--- config.mk ---
export PLATFORM = sky130hd
export DESIGN_NAME = imh_ctrl
export DESIGN_NICKNAME = d
export VERILOG_FILES = /design/src/hdl/imh_pkg.sv /design/src/hdl/imh_ctrl.sv
export VERILOG_INCLUDE_DIRS = /design/src /design/src/hdl
export SDC_FILE = /design/constraint.sdc
export NUM_CORES = 1
export LEC_CHECK = 0
export BUFFER_PORTS_ARGS = -buffer_cell sky130_fd_sc_hd__buf_2
export CORE_AREA = 2 2 39 41
export DETAILED_ROUTE_END_ITERATION = 10
export DIE_AREA = 0 0 41 43
export PLACE_DENSITY = 0.73
export SYNTH_ARGS = -nofsm -noshare
export SYNTH_HDL_FRONTEND = slang
export SYNTH_SLANG_ARGS = --single-unit
export TNS_END_PERCENT = 50
--- constraint.sdc ---
create_clock -name clk -period 2 [get_ports clk]
set_input_delay 0.3 -clock clk [delete_from_list [all_inputs] [get_ports clk]]
set_output_delay 0.3 -clock clk [all_outputs]
set_load 0.005 [all_outputs]
--- src/hdl/indexed_min_heap_priority_queue_assert.svh ---
// assertion macros for the indexed min-heap priority queue
`ifndef INDEXED_MIN_HEAP_PRIORITY_QUEUE_ASSERT_SVH
`define INDEXED_MIN_HEAP_PRIORITY_QUEUE_ASSERT_SVH
`ifndef ASSERT_OFF
`define IMH_ASSERT(lbl, clk, rst_n, prop) \
	lbl: assert property (@(posedge clk) disable iff (!rst_n) prop) else $error("assertion failed");
`define IMH_ASSERT_NEXT(lbl, clk, rst_n, a, b) \
	lbl: assert property (@(posedge clk) disable iff (!rst_n) (a) |=> (b)) else $error("assertion failed");
`else
`define IMH_ASSERT(lbl, clk, rst_n, prop)
`define IMH_ASSERT_NEXT(lbl, clk, rst_n, a, b)
`endif
`endif

--- src/hdl/imh_pkg.sv ---
// package for the indexed min-heap priority queue: types, codes and defaults
`timescale 1ns / 1ps
package imh_pkg;
	localparam int CAPACITY_DEF  = 64;
	localparam int NODE_IDS_DEF  = 64;
	localparam int KEY_WIDTH_DEF = 64;

	localparam logic [1:0] OP_PUSH   = 2'd0;
	localparam logic [1:0] OP_POP    = 2'd1;
	localparam logic [1:0] OP_UPDATE = 2'd2;
	localparam logic [1:0] OP_NOP    = 2'd3;

	localparam logic [2:0] ST_OK     = 3'd0;
	localparam logic [2:0] ST_FULL   = 3'd1;
	localparam logic [2:0] ST_EMPTY  = 3'd2;
	localparam logic [2:0] ST_DUP    = 3'd3;
	localparam logic [2:0] ST_ABSENT = 3'd4;

	typedef struct packed {
		logic [1:0]  opcode;
		logic [5:0]  node_id;
		logic [63:0] key;
	} imh_in_t;

	typedef struct packed {
		logic [5:0]  top_node_id;
		logic [63:0] top_key;
		logic        is_empty;
		logic [6:0]  node_count;
		logic [2:0]  status;
	} imh_out_t;

	// datapath commands
	typedef enum logic [3:0] {
		DC_NONE,
		DC_LOAD_IN,     // latch item, read present bit and node_slot
		DC_PUSH_WR,     // write new entry at slot count, count++
		DC_POP_RD,      // read last slot
		DC_POP_WR,      // move last to root, count--
		DC_UPD_RD,      // read entry at mapped slot
		DC_UPD_WR,      // write new key at cur, choose direction
		DC_UP_RD,       // read parent of cur
		DC_UP_SWAP,     // compare with parent and swap
		DC_DN_RD_L,     // read left child
		DC_DN_RD_R,     // read right child
		DC_DN_SWAP,     // choose and swap
		DC_ROOT_RD      // read root for result
	} imh_cmd_t;

	typedef struct packed {
		logic       full;
		logic       empty;
		logic       present;
		logic       id_ok;
		logic       grew;
		logic       up_more;  // cur has a parent
		logic       up_moved; // last up step swapped
		logic       dn_moved; // last down step swapped
		logic       has_left;
		logic       has_right;
		logic [1:0] opcode;
	} imh_sts_t;

	function automatic logic key_less(input logic [63:0] a, input logic [63:0] b);
		key_less = $signed(a) < $signed(b);
	endfunction
endpackage

--- src/hdl/imh_ctrl.sv ---
// controller: sequences push, pop and update through the datapath
`timescale 1ns / 1ps
`include "indexed_min_heap_priority_queue_assert.svh"
module imh_ctrl (
	input  logic              clk,
	input  logic              arst_n,
	input  logic              in_valid,
	output logic              in_ready,
	output logic              out_valid,
	input  logic              out_ready,
	input  imh_pkg::imh_sts_t sts,
	output imh_pkg::imh_cmd_t cmd,
	output logic [2:0]        set_status,
	output logic              set_status_en
);
	import imh_pkg::*;
	typedef enum logic [3:0] {
		S_IDLE, S_DECODE, S_PUSH, S_POP_RD, S_POP_WR, S_UPD_RD, S_UPD_WR,
		S_UP_RD, S_UP_SWAP, S_UP_CHK, S_DN_L, S_DN_R, S_DN_SWAP, S_DN_CHK, S_ROOT, S_OUT
	} state_t;
	state_t state_q;

	assign in_ready = state_q == S_IDLE;
	assign out_valid = state_q == S_OUT;

	always_comb begin
		cmd = DC_NONE;
		set_status_en = 1'b0;
		set_status = ST_OK;
		case (state_q)
			S_IDLE:    cmd = in_valid ? DC_LOAD_IN : DC_NONE;
			S_DECODE: begin
				set_status_en = 1'b1;
				case (sts.opcode)
					OP_PUSH:   set_status = sts.full ? ST_FULL : !sts.id_ok ? ST_ABSENT :
						sts.present ? ST_DUP : ST_OK;
					OP_POP:    set_status = sts.empty ? ST_EMPTY : ST_OK;
					OP_UPDATE: set_status = sts.present ? ST_OK : ST_ABSENT;
					default:   set_status = ST_OK;
				endcase
			end
			S_PUSH:    cmd = DC_PUSH_WR;
			S_POP_RD:  cmd = DC_POP_RD;
			S_POP_WR:  cmd = DC_POP_WR;
			S_UPD_RD:  cmd = DC_UPD_RD;
			S_UPD_WR:  cmd = DC_UPD_WR;
			S_UP_RD:   cmd = DC_UP_RD;
			S_UP_SWAP: cmd = DC_UP_SWAP;
			S_DN_L:    cmd = DC_DN_RD_L;
			S_DN_R:    cmd = DC_DN_RD_R;
			S_DN_SWAP: cmd = DC_DN_SWAP;
			S_ROOT:    cmd = DC_ROOT_RD;
			default:   cmd = DC_NONE;
		endcase
	end

	always_ff @(posedge clk or negedge arst_n) begin
		if (!arst_n) begin
			state_q <= S_IDLE;
		end else begin
			case (state_q)
				S_IDLE:   if (in_valid) state_q <= S_DECODE;
				S_DECODE: begin
					case (sts.opcode)
						OP_PUSH: state_q <= (sts.full || !sts.id_ok || sts.present) ?
							S_ROOT : S_PUSH;
						OP_POP:  state_q <= sts.empty ? S_ROOT : S_POP_RD;
						OP_UPDATE: state_q <= sts.present ? S_UPD_RD : S_ROOT;
						default: state_q <= S_ROOT;
					endcase
				end
				S_PUSH:    state_q <= S_UP_RD;
				S_POP_RD:  state_q <= S_POP_WR;
				S_POP_WR:  state_q <= S_DN_L;
				S_UPD_RD:  state_q <= S_UPD_WR;
				S_UPD_WR:  state_q <= sts.grew ? S_DN_L : S_UP_RD;
				// stop at root
				S_UP_RD:   state_q <= sts.up_more ? S_UP_SWAP : S_ROOT;
				S_UP_SWAP: state_q <= S_UP_CHK;
				S_UP_CHK:  state_q <= sts.up_moved ? S_UP_RD : S_ROOT;
				S_DN_L:    state_q <= sts.has_left ? S_DN_R : S_ROOT;
				S_DN_R:    state_q <= S_DN_SWAP;
				S_DN_SWAP: state_q <= S_DN_CHK;
				// after a down step, loop while the entry moved
				S_DN_CHK:  state_q <= sts.dn_moved ? S_DN_L : S_ROOT;
				S_ROOT:    state_q <= S_OUT;
				S_OUT:     if (out_ready) state_q <= S_IDLE;
				default:   state_q <= S_IDLE;
			endcase
		end
	end

	`IMH_ASSERT_NEXT(a_accept_decode, clk, arst_n, in_valid && in_ready, state_q == S_DECODE)
	`IMH_ASSERT_NEXT(a_out_hold, clk, arst_n, out_valid && !out_ready, out_valid)
	`IMH_ASSERT(a_one_side, clk, arst_n, !(in_ready && out_valid))
endmodule

### After elaboration in Yosys (flattened, before gate mapping)

Cells that the tools add are included.

* word-level logic and storage cells: 48
* latch bits: 0
* memory bits (writable): 0
* bits in registers: 4
* bits of input ports: 16
* memories: 0
* memory bits (read-only): 0

* $add $sub $neg: 0
* multipliers: 0
* shifts and indexed selects: 0
* bitwise gates (word level): 0
* magnitude comparators: 0
* eq/ne operators: 19
* reductions and logical operators: 6
* muxes and demuxes: 22
* div/mod/pow operators: 0

Operator list (number)
* 4-bit case mux with 16 select lines: 1
* 4-bit case mux with 12 select lines: 1
* 4-bit equality test, second input constant: 8
* 4-bit two-way mux: 7
* 3-bit two-way mux: 7
* 4-bit by 3-bit equality test with 1-bit output, second input constant: 4
* 4-bit case mux with 3 select lines: 1
* 3-bit case mux with 3 select lines: 1
* 4-bit by 2-bit equality test with 1-bit output, second input constant: 2
* 4-bit by 1-bit equality test with 1-bit output, second input constant: 1
* 4-bit zero test: 1
* 2-bit two-way mux: 2
* 2-bit by 1-bit equality test with 1-bit output, second input constant: 1
* 2-bit equality test, second input constant: 1
* 2-bit zero test: 1
* 1-bit logical OR: 2
* 1-bit two-way mux: 2
* 2-bit by 1-bit inequality test with 1-bit output, second input constant: 1
* 2-bit inequality test, second input constant: 1
* 2-bit AND reduction: 1
* 1-bit zero test: 1

### Depth between registers and ports, before layout

* depth in word-level cells: 6
* depth in mapped cells: 5

### Worst setup path before layout

OpenSTA, ideal clock, no wires.

* kind: register to output
* start: register state_q[3]
* end: output port set_status[0]
* data required time: 1700 ps
* slack: 359 ps
* cell stages (with the launch flop): 4
* arrival: 1341 ps
* cells stage by stage: dfrtp_1 buf_2 or4b_1 nor4_1

* longest elaborated chain between the ends: 2

Ends and longest elaborated chain
* start: declaration: RTL line imh_ctrl.sv:21 `state_t state_q;`
* start signal: assignment: RTL line imh_ctrl.sv:65 `OP_PUSH: state_q <= (sts.full || !sts.id_ok || sts.present) ?`
* start signal: assignment: RTL line imh_ctrl.sv:67 `OP_POP: state_q <= sts.empty ? S_ROOT : S_POP_RD;`
* start signal: assignment: RTL line imh_ctrl.sv:68 `OP_UPDATE: state_q <= sts.present ? S_UPD_RD : S_ROOT;`
* 4-bit by 1-bit equality test with 1-bit output: RTL line imh_ctrl.sv:30 `case (state_q)`
* 3-bit two-way mux: RTL line imh_ctrl.sv:30
* end: declaration: RTL line imh_ctrl.sv:13 `output logic [2:0] set_status,`

No other way between the ends.

### Worst setup path in the final report

* start: register state_q[1]
* end: output port set_status[0]

Same word-level chain as after synthesis.

==> results.py <==
metrics = {
    "grt": {
        "gr-total-overflow": 0,
        "grt_pass1_wl_um": 2170,
        "grt_pass1_vias": 561,
        "grt_antenna_before_repair": 0,
        "grt_max_degree": 21,
        "grt_usage_pct": 18.1,
    },
    "clocking": {
        "htree_levels": 1,
        "clockBufferDepth": 2,
        "cts.sinks": 4,
        "cts_root_buf": "clkbuf_4",
        "clk_transition_reported_paths_ns": 0.04,
        "clock_latency_ns": 0.23,
        "postCtsSetupRepairBufs": 0,
        "cts_buffers": 3,
        "cts_tree": "built",
    },
    "cells_and_area": {
        "regMostFlops": "state_q",
        "antennaDiodeCount": 0,
        "top_regs": "state_q: 4 flops",
        "nets": 124,
        "final_cells": 122,
        "largest_reg_flops": 4,
        "areaGrowthSynthToFinish_pct": 30.4,
        "layout-drive-gt1-share_pct": 34.0,
    },
    "route": {
        "drt_iter0_drc": 14,
        "viasPerCell": 5.74,
        "routedWlPerCell_um": 11.9,
        "vias": 700,
        "drt-total-wl_um": 1450,
        "ant_nets": 0,
        "first_pass_iters": 4,
        "remaining_drc_errors": 0,
    },
    "timing": {
        "slew_headroom_pct": 76.5,
        "rsz0062_at_grt": "false",
        "finalCritPeriodShare_pct": 92.4,
        "timing.fmax_mhz": 541,
        "min_period_ns": 1.85,
        "slew_viol_final": 0,
        "fin_skew_ns": 0.0000984,
        "hold_violations": 0,
        "setup_viol": 0,
        "tightest_slew_ns": 0.349,
        "setup_tns_ns": 0,
    },
    "worst_setup_path": {
        "r2r_setup_slack_ns": 0.58,
        "cp_max_fo": 5,
        "reg2reg_depth": 4,
        "timing.rr.end": "state_q[2]",
        "r2r-start": "state_q[1]",
        "crit_type": "register to output port",
        "cp-startpoint": "state_q[1]",
        "cp_data_required_time_ns": 1.70,
        "worstSetupStartpointType": "register",
        "cp.arrival_ns": 1.55,
        "critPathCaptureType": "output port",
        "crit_end": "set_status[0]",
    },
    "placement": {
        "dp_hpwl_um": 1110,
        "place_inst": 118,
        "gp_congestion": 0.856,
        "portBuffers": 24,
    },
    "die": {
        "num_rows": 14,
        "io_pins": 26,
        "coreArea_mm2": 0.00138,
        "initial_core_util_pct": 39.9,
        "die_x_um": 41,
        "dieHeight_um": 43,
        "dieArea_mm2": 0.00176,
    },
    "logic_synthesis": {
        "yosys-top-cells-area": "dfrtp_1 (18%), a21oi_1 (7.3%), nor2_1 (6.8%)",
        "syn-num-nets": 97,
        "synth_top_area_share_pct": 18.1,
        "synth_edf_count": 0,
        "synth_cell_types": 36,
        "syn_area_per_cell_um2": 6.81,
        "netlist_area_um2": 552,
        "seq_area_frac_synth_pct": 18.1,
        "yosysTopAreaCell": "dfrtp_1",
        "ys_warn_count": 0,
        "synth_ff_type": "dfrtp_1",
        "synth-seq-cells": 4,
        "netlist_instances": 81,
        "async_flop_share_pct": 100,
    },
    "pwr": {
        "p_sw_uw": 489,
        "seq_power_share_pct": 14.6,
        "combPwrFrac_pct": 75.7,
        "power.static_leakage_nw": 0.343,
        "power.internal_uw": 517,
        "ir_worst_vdd_mv": 0.938,
        "pwr-share-clk_pct": 9.7,
        "switching_share_pct": 48.6,
        "powerDensity_mw_per_mm2": 1400,
        "finalPower_mw": 1.01,
    },
    "run": {
        "max_cap_viol_count": 0,
    },
    "run_status": {
        "status": "finished clean",
    },
    "hold_path": {
        "hold_class": "primary input to register",
        "hp-start": "in_valid",
    },
}
area by class of cell:
| class | count | area, µm² |
|---|---|---|
| fill | 137 | 664 |
| multi-input combinational | 64 | 394 |
| timing repair buffer | 29 | 160 |
| sequential | 4 | 100 |
| clock buffer | 3 | 22.5 |
| inverter | 6 | 22.5 |
| tap | 16 | 20.0 |
worst min-delay path by stage:
stage	endpoint	depth (start not counted)	slack [ns]
finish	state_q[0]	3	0.37
global route	state_q[0]	3	0.37
CTS	state_q[0]	3	0.35
detailed placement	state_q[2]	1	0.11
global placement	state_q[0]	1	0.11
floorplan	state_q[0]	0	0.004
per-stage QoR:
stage | setup WS (ns) | utilization (%) | cell area [µm²] | hold WS (ns)
detailed placement | 0.314 | 49.4 | 683 | 0.108
floorplan | 0.359 | - | 552 | 0.00441
CTS | 0.0582 | 51.7 | 716 | 0.355
global route | 0.0354 | 52.0 | 719 | 0.373
global placement | 0.334 | 49.4 | 683 | 0.106
finish | 0.152 | 52.0 | 719 | 0.365
worst max-delay path, cell delays in order, from the launching register on:
cell and delay [ns]:
dfrtp_1 0.37, or4b_4 0.58, nor4_1 0.22, buf_2 0.15
cell families after synthesis:
kind of cell	share of synthesized area (%)
AOI/OAI and AO/OA	37.6
buffers and inverters	11.1
DFF	18.1
muxes	1.81
and+or+nand+nor	31.3
cell usage in the layout (no fill, tap or decap), types with 2 or more instances in the layout:
cell type	netlist	layout
o21ai_0	4	4
nand2b_1	4	4
inv_1	4	4
a32oi_1	2	2
buf_4	0	4
buf_2	4	24
nor4_1	3	3
nand2_1	7	7
a21oi_1	8	8
inv_2	2	2
nor3_1	4	4
a31oi_1	2	2
dfrtp_1	4	4
clkbuf_4	0	3
nor2_1	10	10
power by group through the flow:
stage / clock (mW) / sequential, mW / combinational, mW
after floorplan: 0 / 0.149 / 0.538
after global placement: 0 / 0.143 / 0.745
after detailed placement: 0 / 0.145 / 0.749
after CTS: 0.104 / 0.144 / 0.754
after global routing: 0.109 / 0.149 / 0.850
final: 0.0978 / 0.146 / 0.762
Yosys cell counts, drive strengths merged (2+ instances only):
master	count
nor2	10
a21oi	8
nand2	7
buf	6
inv	6
o21ai	5
dfrtp	4
nand2b	4
nor3	4
nor4	3
a31oi	2
a32oi	2
layer usage:
metal,part of all wire (%),vias to the layer above,global-route usage (%)
met2,50,27,30.6
met5,0,-,0
li1,-,354,-
met3,5.2,2,3.14
met1,43,317,19.3
met4,1.4,0,10.7
repair_timing:
action                                 4_1_cts  5_1_grt
setup endpoints to repair                    0        1
endpoints found under the hold margin        4        0
gates resized for setup                      0        1
hold buffers                                 1        0
(Power assumes the default switching activity.)
